[config.mk]
export PLATFORM = sky130hd
export DESIGN_NAME = gbs_wide_div
export DESIGN_NICKNAME = d
export VERILOG_FILES = /design/src/hw/rtl/gbs_pkg.sv /design/src/hw/rtl/gbs_wide_div.sv
export SDC_FILE = /design/constraint.sdc
export NUM_CORES = 1
export LEC_CHECK = 0
export BUFFER_PORTS_ARGS = -buffer_cell sky130_fd_sc_hd__buf_2
export CORE_MARGIN = 1.5
export CORE_UTILIZATION = 35
export DETAILED_ROUTE_END_ITERATION = 6
export GPL_TIMING_DRIVEN = 0
export PLACE_DENSITY = 0.52
export SETUP_SLACK_MARGIN = 0.05
export SLEW_MARGIN = 20
export SYNTH_ARGS = -nofsm -noshare
export SYNTH_HDL_FRONTEND = slang
export SYNTH_SLANG_ARGS = --single-unit
export TNS_END_PERCENT = 30
[constraint.sdc]
create_clock -name aclk -period 4.6 [get_ports aclk]
set_clock_uncertainty 0.05 [all_clocks]
set_input_delay 0.92 -clock aclk [delete_from_list [all_inputs] [get_ports aclk]]
set_output_delay 0.92 -clock aclk [all_outputs]
set_load 0.01 [all_outputs]
[src/hw/rtl/gbs_pkg.sv]
package gbs_pkg;

    localparam int ROWS_MAX     = 64;
    localparam int COLS_MAX     = 64;
    localparam int ENERGIES_MAX = 4;
    localparam int COMPS_MAX    = 2 * ENERGIES_MAX;

    localparam int ROW_W  = $clog2(ROWS_MAX);
    localparam int COL_W  = $clog2(COLS_MAX);
    localparam int COMP_W = $clog2(COMPS_MAX);
    localparam int IDX_W  = (ROW_W > COL_W) ? ROW_W : COL_W;
    localparam int ADDR_W = ROW_W + COL_W + COMP_W;
    localparam int DEPTH  = ROWS_MAX * COLS_MAX * COMPS_MAX;

    localparam int VAL_W      = 32;
    localparam int STEP_W     = 31;
    localparam int CNT_W      = 7;
    localparam int EN_W       = 3;
    localparam int CFG_ADDR_W = 3;

    // wide datapath of the blend and the rounding divide
    localparam int ACC_W  = 96;
    localparam int DIVD_W = ACC_W + 1;
    localparam int DIVS_W = 64;
    localparam int QUO_W  = 33;

    typedef enum logic [CFG_ADDR_W-1:0] {
        REG_ROWS     = 3'd0,
        REG_COLS     = 3'd1,
        REG_ENERGIES = 3'd2,
        REG_Z_START  = 3'd3,
        REG_Z_STEP   = 3'd4,
        REG_X_START  = 3'd5,
        REG_X_STEP   = 3'd6
    } cfg_reg_t;

    typedef struct packed {
        logic              outside;
        logic [IDX_W-1:0]  idx;
        logic [STEP_W-1:0] rem;
    } coord_res_t;

endpackage

[src/hw/rtl/gbs_wide_div.sv]
module gbs_wide_div (
    input  logic                        aclk,
    input  logic                        aresetn,
    input  logic                        start,
    input  logic [gbs_pkg::DIVD_W-1:0]  dividend,
    input  logic [gbs_pkg::DIVS_W-1:0]  divisor,
    output logic                        done,
    output logic [gbs_pkg::QUO_W-1:0]   quo,
    output logic                        big
);
    import gbs_pkg::*;

    localparam int SC_W = $clog2(DIVD_W + 1);

    logic              busy_reg;
    logic              done_reg;
    logic [SC_W-1:0]   cnt_reg;
    logic [DIVD_W-1:0] num_reg;
    logic [DIVS_W-1:0] rem_reg;
    logic [QUO_W-1:0]  quo_reg;
    logic              big_reg;
    logic [DIVS_W-1:0] rem_sh;
    logic              fits;

    // remainder stays below a divisor under 2^63, so the shift cannot overflow
    assign rem_sh = {rem_reg[DIVS_W-2:0], num_reg[DIVD_W-1]};
    assign fits   = rem_sh >= divisor;

    always_ff @(posedge aclk) begin
        if (!aresetn) begin
            busy_reg <= 1'b0;
            done_reg <= 1'b0;
            cnt_reg  <= '0;
        end else begin
            done_reg <= 1'b0;
            if (start) begin
                busy_reg <= 1'b1;
                cnt_reg  <= SC_W'(DIVD_W);
            end else if (busy_reg) begin
                cnt_reg <= cnt_reg - 1'b1;
                if (cnt_reg == SC_W'(1)) begin
                    busy_reg <= 1'b0;
                    done_reg <= 1'b1;
                end
            end
        end
    end

    always_ff @(posedge aclk) begin
        if (start) begin
            num_reg <= dividend;
            rem_reg <= '0;
            quo_reg <= '0;
            big_reg <= 1'b0;
        end else if (busy_reg) begin
            num_reg <= {num_reg[DIVD_W-2:0], 1'b0};
            rem_reg <= fits ? rem_sh - divisor : rem_sh;
            quo_reg <= {quo_reg[QUO_W-2:0], fits};
            // any bit pushed past the top means the quotient saturates
            big_reg <= big_reg | quo_reg[QUO_W-1];
        end
    end

    assign done = done_reg;
    assign quo  = quo_reg;
    assign big  = big_reg;
endmodule

==> out/results.ini <==
[clocking]
clockBufferDepth = 3
clk_pin_slew_worst_paths_ns = 0.06
clock_latency_ns = 0.57
hold_buffers = 0
cts_htree_levels = 1
cts-root-buf = clkbuf_16
postCtsSetupRepairBufs = 0
clkSinkCount = 203
cts_resized = 0
cts_made_buffers = 25
cts_tree = yes

[setup_path]
crit_buf_inv = 2
cp_slowest_cell = a211oi_1
critPathTopFamily = compound AO/OA/AOI/OAI gates
path_cells = buf_2, inv_1, ha_1, nor2b_1, o31a_1, o41a_1, a21bo_2, a211oi_1, o31a_1, o21ai_0, mux2i_1, a2111oi_0
path_max_fanout = 6
r2r-start = num_reg[96]
arrival_ns = 4.47
end_kind = flop
critPathLaunchType = input pin
critPathMaxStageDelay_ns = 0.87
crit_top_cell = o31a_1
critPathKind = in2reg
worstSetupStartpoint = divisor[2]
crit_required_ns = 4.98

[worst_hold_path]
min_path_type = reg2reg
worstHoldStart = big

[logic_synthesis]
synth_edf_count = 97
ys.warnings.count = 0
syn_nets = 1615
syn_area_mm2 = 0.01286
ys_types = 75
synth_seq_cells = 203
synth_ff_type = dfxtp_1
ys_seq_area_share_pct = 39.14
netlist_instances = 1384
syn_area_per_cell_um2 = 9.295
synth-async-reset-ratio_pct = 0

[floorplan]
num_io_pins = 199
die_area_mm2 = 0.03792
fp.dieW_um = 194.7
num_rows = 70
die_y_um = 194.7
core-area_mm2 = 0.03643
start_util_pct = 35.31

[route]
first_pass_iters = 5
drc = 0
drt_wl_total_um = 38740
avgRoutedWirePerCell_um = 18.46
routed-via-count = 11170
drtIter0Drc = 702
viasPerCell = 5.319
antenna_left = 0

[global_route]
grt_max_degree = 65
grt_pass1_wl_um = 60170
grt_antenna_before_repair = 7
grt_pass1_vias = 11030
overflow = 0
grtUsageTotal_pct = 20.09

[placement]
dpl-instance-area_mm2 = 0.01447
routabilityCongestion = 0.9028
io_buffer_count = 197
dp_slack_ns = 0.02341
post-dp-hpwl_um = 29220

[layout]
area_growth_pct = 19.69
layout.nets = 1840
nFillCells = 3744
largest_register_ffs = 97
drive_above_1_share_pct = 24.39
final_area_mm2 = 0.01540
utilization_pct = 42.26

[timing]
hold_viol_final = 0
worst_pin_slew_ns = 1.096
setup_viol_count_final = 0
rsz0062_at_grt = false
maxSlewViolCount = 0
finalCritPeriodShare_pct = 88.90
timing.slew.headroom_pct = 26.46
worst_slack_ns = 0.5106
period_needed_ns = 4.089
tns_ns = 0
clock.fmax_mhz = 244.5

[power_and_ir_drop]
p_per_area_mw_per_mm2 = 354.2
p_leak_nw = 6.393
vdd_drop_max_v = 0.0002447
p_total_mw = 5.454

[status]
status = completed

[flow_run]
drv_cap = 0

-- worst reg2reg max path, delay by kind of cell, from the launching register on --
family          cells  cell delay [ns]
mux                 1             0.18
compound gates      7             2.70
buf+inv             1             0.08
flops               1             0.42
simple gates        1             0.07
fa+ha+maj           2             0.39
-- routing by layer --
| layer | track usage (%) | vias to the layer above | part of all wire [%] |
|---|---|---|---|
| li1 | - | 5477 | - |
| met5 | 0 | - | 0.19 |
| met3 | 5.327 | 85 | 7.1 |
| met4 | 6.684 | 10 | 3.1 |
| met1 | 26.20 | 5248 | 44 |
| met2 | 32.17 | 345 | 45 |
-- placed cells by master (no fill, tap or decap), types with 12 or more instances in the layout --
| master | n |
|---|---|
| nand4_1 | 26 |
| o21ai_0 | 53 |
| mux2i_1 | 40 |
| mux2_2 | 97 |
| ha_1 | 66 |
| nand3_1 | 21 |
| buf_1 | 12 |
| nor3_1 | 16 |
| a211oi_1 | 12 |
| o211ai_1 | 14 |
| xor2_1 | 18 |
| xnor2_1 | 34 |
| nand2_1 | 155 |
| o21bai_1 | 18 |
| clkbuf_16 | 25 |
| edfxtp_1 | 97 |
| clkbuf_1 | 64 |
| inv_1 | 87 |
| a21o_1 | 28 |
| a21oi_1 | 92 |
| a311oi_2 | 30 |
| nor2_1 | 137 |
| dfxtp_1 | 106 |
| a311oi_1 | 14 |
| buf_2 | 202 |
-- stage by stage --
stage / hold slack, ns / instances
3_5_place_dp: 0.4099 / 2050
6_report: 0.4281 / 2099
2_1_floorplan: 0.3865 / 1384
4_1_cts: 0.4262 / 2096
3_3_place_gp: 0.3984 / 2049
5_1_grt: 0.4547 / 2097
-- cell type report --
| class | count | area (um2) | share of cell area, % |
|---|---|---|---|
| multi-input cells | 1009 | 7116 | 46.21 |
| clock inverters | 12 | 230.2 | 1.495 |
| flip-flops and latches | 203 | 5035 | 32.70 |
| plain buffers | 83 | 381.6 | 2.478 |
| clock buffers | 34 | 689.4 | 4.477 |
| inverters | 89 | 339.1 | 2.202 |
| diodes | 3 | 7.507 | 0.04876 |
| well taps | 468 | 585.6 | 3.803 |
| repair buffers | 198 | 1013 | 6.582 |
-- worst paths after layout --
path	slack, ns	endpoint	cells after the start
setup reg to reg	0.57	rem_reg[52]	12
hold reg to reg	0.43	big	2
setup / recovery	0.51	rem_reg[52]	12
hold / removal	0.43	big	2
-- report_power, final --
part / leakage, nW / switching, mW / total, mW / internal [mW]
logic: 4.11 / 0.655 / 1.10 / 0.445
registers: 1.84 / 0.0666 / 2.13 / 2.06
clock network: 0.443 / 0.836 / 2.23 / 1.39
total: 6.39 / 1.56 / 5.45 / 3.90
-- Yosys cell counts, types with 6 or more instances --
library cell | n | share of area, %
xnor2_1 | 34 | 2.3
o211ai_1 | 14 | 0.82
nor2b_1 | 7 | 0.34
nand4_1 | 26 | 1.3
o31ai_1 | 10 | 0.58
nor4_1 | 6 | 0.29
edfxtp_1 | 97 | 23
mux2_2 | 97 | 8.5
a311oi_1 | 14 | 0.95
or3_1 | 8 | 0.39
inv_1 | 88 | 2.6
nand2_1 | 155 | 4.5
mux2i_1 | 40 | 3.1
dfxtp_1 | 106 | 16
nor3_1 | 16 | 0.62
o21ai_0 | 53 | 2.1
o31a_1 | 6 | 0.41
clkbuf_1 | 58 | 1.7
a21o_1 | 28 | 1.6
xor2_1 | 18 | 1.2
buf_6 | 7 | 0.61
a21oi_1 | 92 | 3.6
nor2_1 | 137 | 4.0
a31oi_1 | 10 | 0.49
a311oi_2 | 30 | 3.5
buf_1 | 12 | 0.35
nand3_1 | 21 | 0.82
o21bai_1 | 18 | 1.1
nand2b_1 | 6 | 0.29
ha_1 | 66 | 6.4
a211oi_1 | 12 | 0.70
o21a_1 | 10 | 0.58
-- cells by family (layout without fill, tap and decap cells) --
family | after synthesis | count (layout) | synth area share (%)
xor+xnor | 52 | 52 | 3.540
other cells | 0 | 3 | 0
flops | 203 | 203 | 39.14
mux | 137 | 137 | 11.60
compound gates | 343 | 343 | 19.43
buf+inv | 172 | 416 | 5.563
simple gates | 410 | 410 | 14.15
fa+ha+maj | 67 | 67 | 6.575
Note: power is estimated with default switching activity, not from simulation.
