### src/hw/rtl/gbs_pkg.sv
package gbs_pkg;

    localparam int ROWS_MAX     = 64;
    localparam int COLS_MAX     = 64;
    localparam int ENERGIES_MAX = 4;
    localparam int COMPS_MAX    = 2 * ENERGIES_MAX;

    localparam int ROW_W  = $clog2(ROWS_MAX);
    localparam int COL_W  = $clog2(COLS_MAX);
    localparam int COMP_W = $clog2(COMPS_MAX);
    localparam int IDX_W  = (ROW_W > COL_W) ? ROW_W : COL_W;
    localparam int ADDR_W = ROW_W + COL_W + COMP_W;
    localparam int DEPTH  = ROWS_MAX * COLS_MAX * COMPS_MAX;

    localparam int VAL_W      = 32;
    localparam int STEP_W     = 31;
    localparam int CNT_W      = 7;
    localparam int EN_W       = 3;
    localparam int CFG_ADDR_W = 3;

    // wide datapath of the blend and the rounding divide
    localparam int ACC_W  = 96;
    localparam int DIVD_W = ACC_W + 1;
    localparam int DIVS_W = 64;
    localparam int QUO_W  = 33;

    typedef enum logic [CFG_ADDR_W-1:0] {
        REG_ROWS     = 3'd0,
        REG_COLS     = 3'd1,
        REG_ENERGIES = 3'd2,
        REG_Z_START  = 3'd3,
        REG_Z_STEP   = 3'd4,
        REG_X_START  = 3'd5,
        REG_X_STEP   = 3'd6
    } cfg_reg_t;

    typedef struct packed {
        logic              outside;
        logic [IDX_W-1:0]  idx;
        logic [STEP_W-1:0] rem;
    } coord_res_t;

endpackage

### src/hw/rtl/gbs_coord_div.sv
module gbs_coord_div (
    input  logic                         aclk,
    input  logic                         aresetn,
    input  logic                         start,
    input  logic [32:0]                  offset,
    input  logic [gbs_pkg::STEP_W-1:0]   step,
    input  logic [gbs_pkg::CNT_W-1:0]    limit,
    output logic                         done,
    output gbs_pkg::coord_res_t          res
);
    import gbs_pkg::*;

    localparam int NUM_W = 32;
    localparam int SC_W  = $clog2(NUM_W + 1);

    logic             busy_reg;
    logic             done_reg;
    logic [SC_W-1:0]  cnt_reg;
    logic [NUM_W-1:0] num_reg;
    logic [NUM_W-1:0] rem_reg;
    logic [NUM_W-1:0] quo_reg;
    logic             neg_reg;
    logic [NUM_W-1:0] rem_sh;
    logic             fits;

    // one quotient bit per cycle
    assign rem_sh = {rem_reg[NUM_W-2:0], num_reg[NUM_W-1]};
    assign fits   = rem_sh >= {1'b0, step};

    always_ff @(posedge aclk) begin
        if (!aresetn) begin
            busy_reg <= 1'b0;
            done_reg <= 1'b0;
            cnt_reg  <= '0;
        end else begin
            done_reg <= 1'b0;
            if (start) begin
                busy_reg <= 1'b1;
                cnt_reg  <= SC_W'(NUM_W);
            end else if (busy_reg) begin
                cnt_reg <= cnt_reg - 1'b1;
                if (cnt_reg == SC_W'(1)) begin
                    busy_reg <= 1'b0;
                    done_reg <= 1'b1;
                end
            end
        end
    end

    always_ff @(posedge aclk) begin
        if (start) begin
            neg_reg <= offset[32];
            num_reg <= offset[NUM_W-1:0];
            rem_reg <= '0;
            quo_reg <= '0;
        end else if (busy_reg) begin
            num_reg <= {num_reg[NUM_W-2:0], 1'b0};
            rem_reg <= fits ? rem_sh - {1'b0, step} : rem_sh;
            quo_reg <= {quo_reg[NUM_W-2:0], fits};
        end
    end

    assign done        = done_reg;
    assign res.outside = neg_reg || (({1'b0, quo_reg} + 33'd1) >= {26'd0, limit});
    assign res.idx     = quo_reg[IDX_W-1:0];
    assign res.rem     = rem_reg[STEP_W-1:0];
endmodule

### config.mk
export PLATFORM = sky130hd
export DESIGN_NAME = gbs_coord_div
export DESIGN_NICKNAME = d
export VERILOG_FILES = /design/src/hw/rtl/gbs_pkg.sv /design/src/hw/rtl/gbs_coord_div.sv
export SDC_FILE = /design/constraint.sdc
export NUM_CORES = 1
export LEC_CHECK = 0
export ABC_AREA = 1
export BUFFER_PORTS_ARGS = -buffer_cell sky130_fd_sc_hd__buf_2
export CAP_MARGIN = 20
export CORE_MARGIN = 1
export CORE_UTILIZATION = 40
export CTS_BUF_LIST = sky130_fd_sc_hd__clkbuf_4 sky130_fd_sc_hd__clkbuf_8 sky130_fd_sc_hd__clkbuf_16
export CTS_CLUSTER_SIZE = 12
export DETAILED_ROUTE_END_ITERATION = 8
export GPL_ROUTABILITY_DRIVEN = 0
export PLACE_DENSITY_LB_ADDON = 0.3
export REMOVE_ABC_BUFFERS = 1
export SYNTH_ARGS = -nofsm -noshare
export SYNTH_HDL_FRONTEND = slang
export SYNTH_SLANG_ARGS = --single-unit
### constraint.sdc
create_clock -name aclk -period 3.66 [get_ports aclk]
set_input_delay 0.732 -clock aclk [delete_from_list [all_inputs] [get_ports aclk]]
set_output_delay 0.732 -clock aclk [all_outputs]
set_load 0.02 [all_outputs]
==> metrics.yaml, run 1 <==
worst_path_largest_cell_delay_ns: 0.40
cp_slowest_cell: "dfxtp_2"
cts_made_buffers: 9
yosysSeqAreaShare: 0.310
syn_to_final_growth_pct: 14.2
finalPower_uw: 2610
grt_use_total: 0.220
htree_levels: 3
postRouteAntennaNets: 0
hpwl_mm: 16.5
crit_required_ns: 2.93
skew_ns: 0.00706
die_w_um: 142
ir_drop_mv: 0.232
switching_share: 0.291
syn_inst: 1250
p_sw_uw: 757
die-area_um2: 20000
final_nets: 1465
maxCapViolations: 0
clkSlewWorstSetupHoldPaths_ns: 0.08
worst_slew_pin_slew_ns: 0.959
layout_commonest_cell: "nand2_1"
setup_violations: 0
dr_total_vias: 7869
finalMaxSlewViolations: 0
synth_enable_flop_cells: 33
power_density_nw_per_um2: 293
dp.cells: 1597
ctsRootBufferMaster: "clkbuf_16"
wl_per_cell_um: 13.1
yosys_register_bits: 104
avgSynthCellArea_um2: 6.23
critical_path_arrival_ns: 2.74
p_int_uw: 1850
fin_crit_ns: 3.47
clock_power_share: 0.395
worstHoldStart: "rem_reg[28]"
avgViaCountPerCell: 4.88
clockBufferDepth: 2
design_area_um2: 8900
worstPathCellList: "ha_1 -> nand2_1 -> nor2_4 -> inv_1 -> nor2_1 -> xor2_1 -> ha_1 -> a21oi_1 -> nand4_1 -> nor2_1 -> nand4_1 -> nor2_2 -> nand2_1 -> buf_2"
worst-path-max-fanout: 7
drt_iter0_markers: 425
wirelength_mm: 21.2
core_area_um2: 18900
drive_gt1_frac: 0.123
grt_pass1_vias: 7519
rows: 50
grt_max_degree: 47
rr_startpoint: "num_reg[31]"
synthFlopType: "dfxtp_1"
hold_viol_final: 0
min_path_type: "reg2reg"
ys_async_sr_fraction: 0
antenna_found_initial: 0
crit_type: "reg2out"
path_buf_inv: 2
start_util: 0.412
crit_path_start: "quo_reg[0]"
overflow: 0
antennaDiodeCount: 0
cts.sink_count: 104
grt_pass1_wl_mm: 35.4
die_h_um: 142
stdcell_count: 1614
final_cell_mix: "457 x nand2_1, 203 x inv_1, 124 x nor2_1, 112 x buf_2, 81 x nand3_1"
port_buffers: 112
critPathCaptureType: "output pin"
io_pins: 113
ys_types: 46
placed_area_um2: 8570
post-route-drc-count: 0
num-fill-cells: 2065
syn_area_um2: 7790
dr.pass1.iters: 5
cts_tree: "done"
fmax_mhz: 288
leakagePower_uw: 0.00464
cp-start-kind: "flop"
yosys_warnings: 0
min_period_over_period: 0.949
critical_path.top_delay_family: "simple AND/OR/NAND/NOR gates"
pwr-share-seq: 0.483
clock_latency_ns: 0.37
pwr-share-comb: 0.122
status: "finished clean"
cts_hold_buf: 0
relSlewSlack: 0.360
worst reg2reg max path: stages, from the launching register on:
cell      delay, ns
edfxtp_1       0.33
inv_1          0.06
ha_1           0.21
fa_1           0.41
inv_1          0.10
nand3_1        0.08
nand2_2        0.13
nand2_1        0.07
nand2_2        0.12
nand2_2        0.09
nand3_2        0.09
nand2_4        0.09
nand2_8        0.23
inv_2          0.24
nor2_1         0.14
nor2_1         0.05
nor2_1         0.07
cells by family after synthesis:
group,count (synthesis),synth area share
simple gates,729,0.390
buf+inv,239,0.122
compound gates,113,0.0848
flops,104,0.310
fa+ha+maj,42,0.0684
xor+xnor,23,0.0259
synth_stat cells (9+ instances only):
cell | count | area (um^2)
edfxtp_1 | 33 | 991
nor3_1 | 13 | 65.1
clkbuf_1 | 20 | 75.1
xor2_1 | 17 | 149
a21oi_1 | 38 | 190
nand4_1 | 19 | 119
nand2_2 | 9 | 56.3
o22ai_1 | 31 | 194
ha_1 | 41 | 513
dfxtp_1 | 71 | 1420
nand3_1 | 81 | 405
o21ai_0 | 18 | 90.1
nor2_1 | 125 | 469
inv_1 | 203 | 762
nand2_1 | 457 | 1720
stage by stage:
stage                     TNS [ns]   util  hold slack [ns]  worst slack, ns
after CTS                        0  0.470            0.490           0.0331
after detailed placement         0  0.454            0.477            0.445
after floorplan                  0      -            0.463            0.266
final                            0  0.471            0.487            0.186
after global placement           0  0.454            0.471            0.519
after global routing      -0.00304  0.471            0.515         -0.00304
power groups by stage:
stage | Clock [uW] | Combinational [uW] | Sequential [uW]
floorplan | 0 | 192 | 1290
global placement | 0 | 315 | 1290
detailed placement | 0 | 318 | 1290
CTS | 1060 | 320 | 1260
global route | 1090 | 362 | 1260
finish | 1030 | 318 | 1260
layer usage:
layer	up-vias	part of all wire	global-route usage
met5	-	0	0
met4	0	0.034	0.0877
met3	51	0.051	0.0452
met2	212	0.46	0.378
met1	3506	0.45	0.268
li1	4100	-	-
worst paths after layout:
kind / endpoint / slack, ns / cells after the start
setup / recovery: res[37] / 0.19 / 14
hold / removal: rem_reg[28] / 0.49 / 2
setup reg to reg: rem_reg[18] / 1.08 / 16
hold reg to reg: rem_reg[28] / 0.49 / 2
area by class of cell:
class                      count  area [um^2]  share of cell area
clock inverter                 7         91.3              0.0103
tap                          260          325              0.0365
inverter                     208          781              0.0877
timing repair buffer         119          626              0.0703
multi-input combinational    907         4440               0.499
clock buffer                   9          225              0.0253
sequential                   104         2410               0.271
repair_timing:
item / in CTS / in global routing
gates resized for setup: 0 / 3
endpoints found under the setup margin: 0 / 1
setup buffers: 0 / 1
(Power assumes the default switching activity.)
==> inputs of run 2 (changes only) <==
- CAP_MARGIN: 20 -> 15
- clock period: 3.66 -> 2.8 ns (I/O delays scaled with it)
==> metrics.yaml, run 2 (same netlist as run 1, synthesis figures left out) <==
grt_max_degree: 68
relSlewSlack: 0.714
io_pins: 113
final_nets: 1486
cp-start-kind: "flop"
start_util: 0.412
dr.pass1.iters: 5
setup_slack_ns: -0.302
wl_per_cell_um: 13.2
die_h_um: 142
syn_to_final_growth_pct: 17.1
die_w_um: 142
num-fill-cells: 2051
min_path_type: "in2reg"
dp.cells: 1610
drive_gt1_frac: 0.144
postRouteAntennaNets: 0
avgViaCountPerCell: 4.87
min_period_over_period: 1.11
skew_ns: 0.00851
leakagePower_uw: 0.00477
die-area_um2: 20000
wirelength_mm: 21.6
grt_pass1_vias: 7657
drt_iter0_markers: 522
crit_required_ns: 2.24
critical_path_arrival_ns: 2.54
ir_drop_mv: 0.386
power_density_nw_per_um2: 371
stdcell_count: 1636
hpwl_mm: 16.7
r2r_slack_ns: 0.41
setup_violations: 1
clkSlewWorstSetupHoldPaths_ns: 0.08
dr_total_vias: 7965
post-route-drc-count: 0
core_area_um2: 18900
fin_util: 0.483
rows: 50
grt_pass1_wl_mm: 35.8
seq_area_um2: 2420
hold_viol_final: 0
final_cell_mix: "454 x nand2_1, 201 x inv_1, 122 x nor2_1, 111 x buf_2, 81 x nand3_1"
multi_input_area_um2: 4480
critPathCaptureType: "output pin"
fmax_mhz: 322
grt_use_total: 0.221
htree_levels: 3
status: "finished, violations left"
worst_slew_pin_slew_ns: 0.425
violations: "setup timing"
clockBufferDepth: 2
cts_tree: "done"
rsz0062_at_grt: "yes"
fin_crit_ns: 3.10
finalMaxSlewViolations: 0
layout_commonest_cell: "nand2_1"
worst-path-max-fanout: 3
clock_latency_ns: 0.36
maxCapViolations: 0
crit_type: "reg2out"
antenna_found_initial: 0
overflow: 0
cts.sink_count: 104
cts_made_buffers: 9
port_buffers: 112
ctsRootBufferMaster: "clkbuf_16"
-- run 2: path summary, 6_finish.rpt --
| path | start | endpoint | cells after the start |
|---|---|---|---|
| worst max register to register | rem_reg[22] | rem_reg[23] | 13 |
| worst max-delay path | quo_reg[0] | res[37] | 15 |
| worst min-delay path | offset[32] | neg_reg | 1 |
| worst min register to register | rem_reg[20] | rem_reg[20] | 2 |
-- run 2: repair_timing --
item,4_1_cts,5_1_grt
buffers inserted,7,2
endpoints found under the hold margin,0,0
pin swaps,12,13
hold buffers,0,0
endpoints found under the setup margin,1,1
gates resized for setup,13,11
-- run 2: critical path, cell delays in order, from the launching register on --
cell and delay [ns]:
dfxtp_4 0.37, ha_4 0.15, nand2_4 0.05, nor2_4 0.13, xor2_1 0.16, ha_1 0.27
nand2_2 0.10, o21bai_1 0.11, nand3_1 0.09, nand2_1 0.08, nand2_1 0.05, nor2_1 0.10
nand4_1 0.09, nor2_1 0.16, nand2_1 0.11, buf_6 0.14
-- run 2: metal layers --
metal | GRT usage | vias up | part of all wire
li1 | - | 4151 | -
met5 | 0 | - | 0
met1 | 0.276 | 3591 | 0.46
met2 | 0.392 | 194 | 0.48
met3 | 0.0395 | 29 | 0.044
met4 | 0.0549 | 0 | 0.019
-- run 2: per-stage QoR --
step | hold slack [ns] | total power (uW) | setup TNS (ns) | setup slack [ns] | instance area (um^2)
finish | 0.369 | 3390 | -0.302 | -0.302 | 9120
global route | 0.360 | 3540 | -0.420 | -0.420 | 9120
CTS | 0.365 | 3420 | -0.251 | -0.251 | 9070
detailed placement | 0.473 | 2100 | -0.0538 | -0.0538 | 8670
global placement | 0.473 | 2100 | 0 | 0.0489 | 8670
floorplan | 0.463 | 1940 | -26.10 | -0.422 | 7620
-- run 2: layout make-up --
| cell class | instances | area share |
|---|---|---|
| Antenna cell | 1 | 0.000274 |
| Clock buffer | 9 | 0.0247 |
| Timing Repair Buffer | 140 | 0.0874 |
| Sequential cell | 104 | 0.265 |
| Multi-Input combinational cell | 907 | 0.492 |
| Inverter | 208 | 0.0856 |
| Tap cell | 260 | 0.0357 |
| Clock inverter | 7 | 0.00919 |
-- run 2: power breakdown --
| group | internal, uW | switching, uW | total, uW | leakage [uW] |
|---|---|---|---|---|
| clock network | 637 | 675 | 1310 | 0.000142 |
| logic | 156 | 272 | 427 | 0.00372 |
| registers | 1620 | 24.2 | 1650 | 0.000914 |
| total | 2420 | 971 | 3390 | 0.00477 |
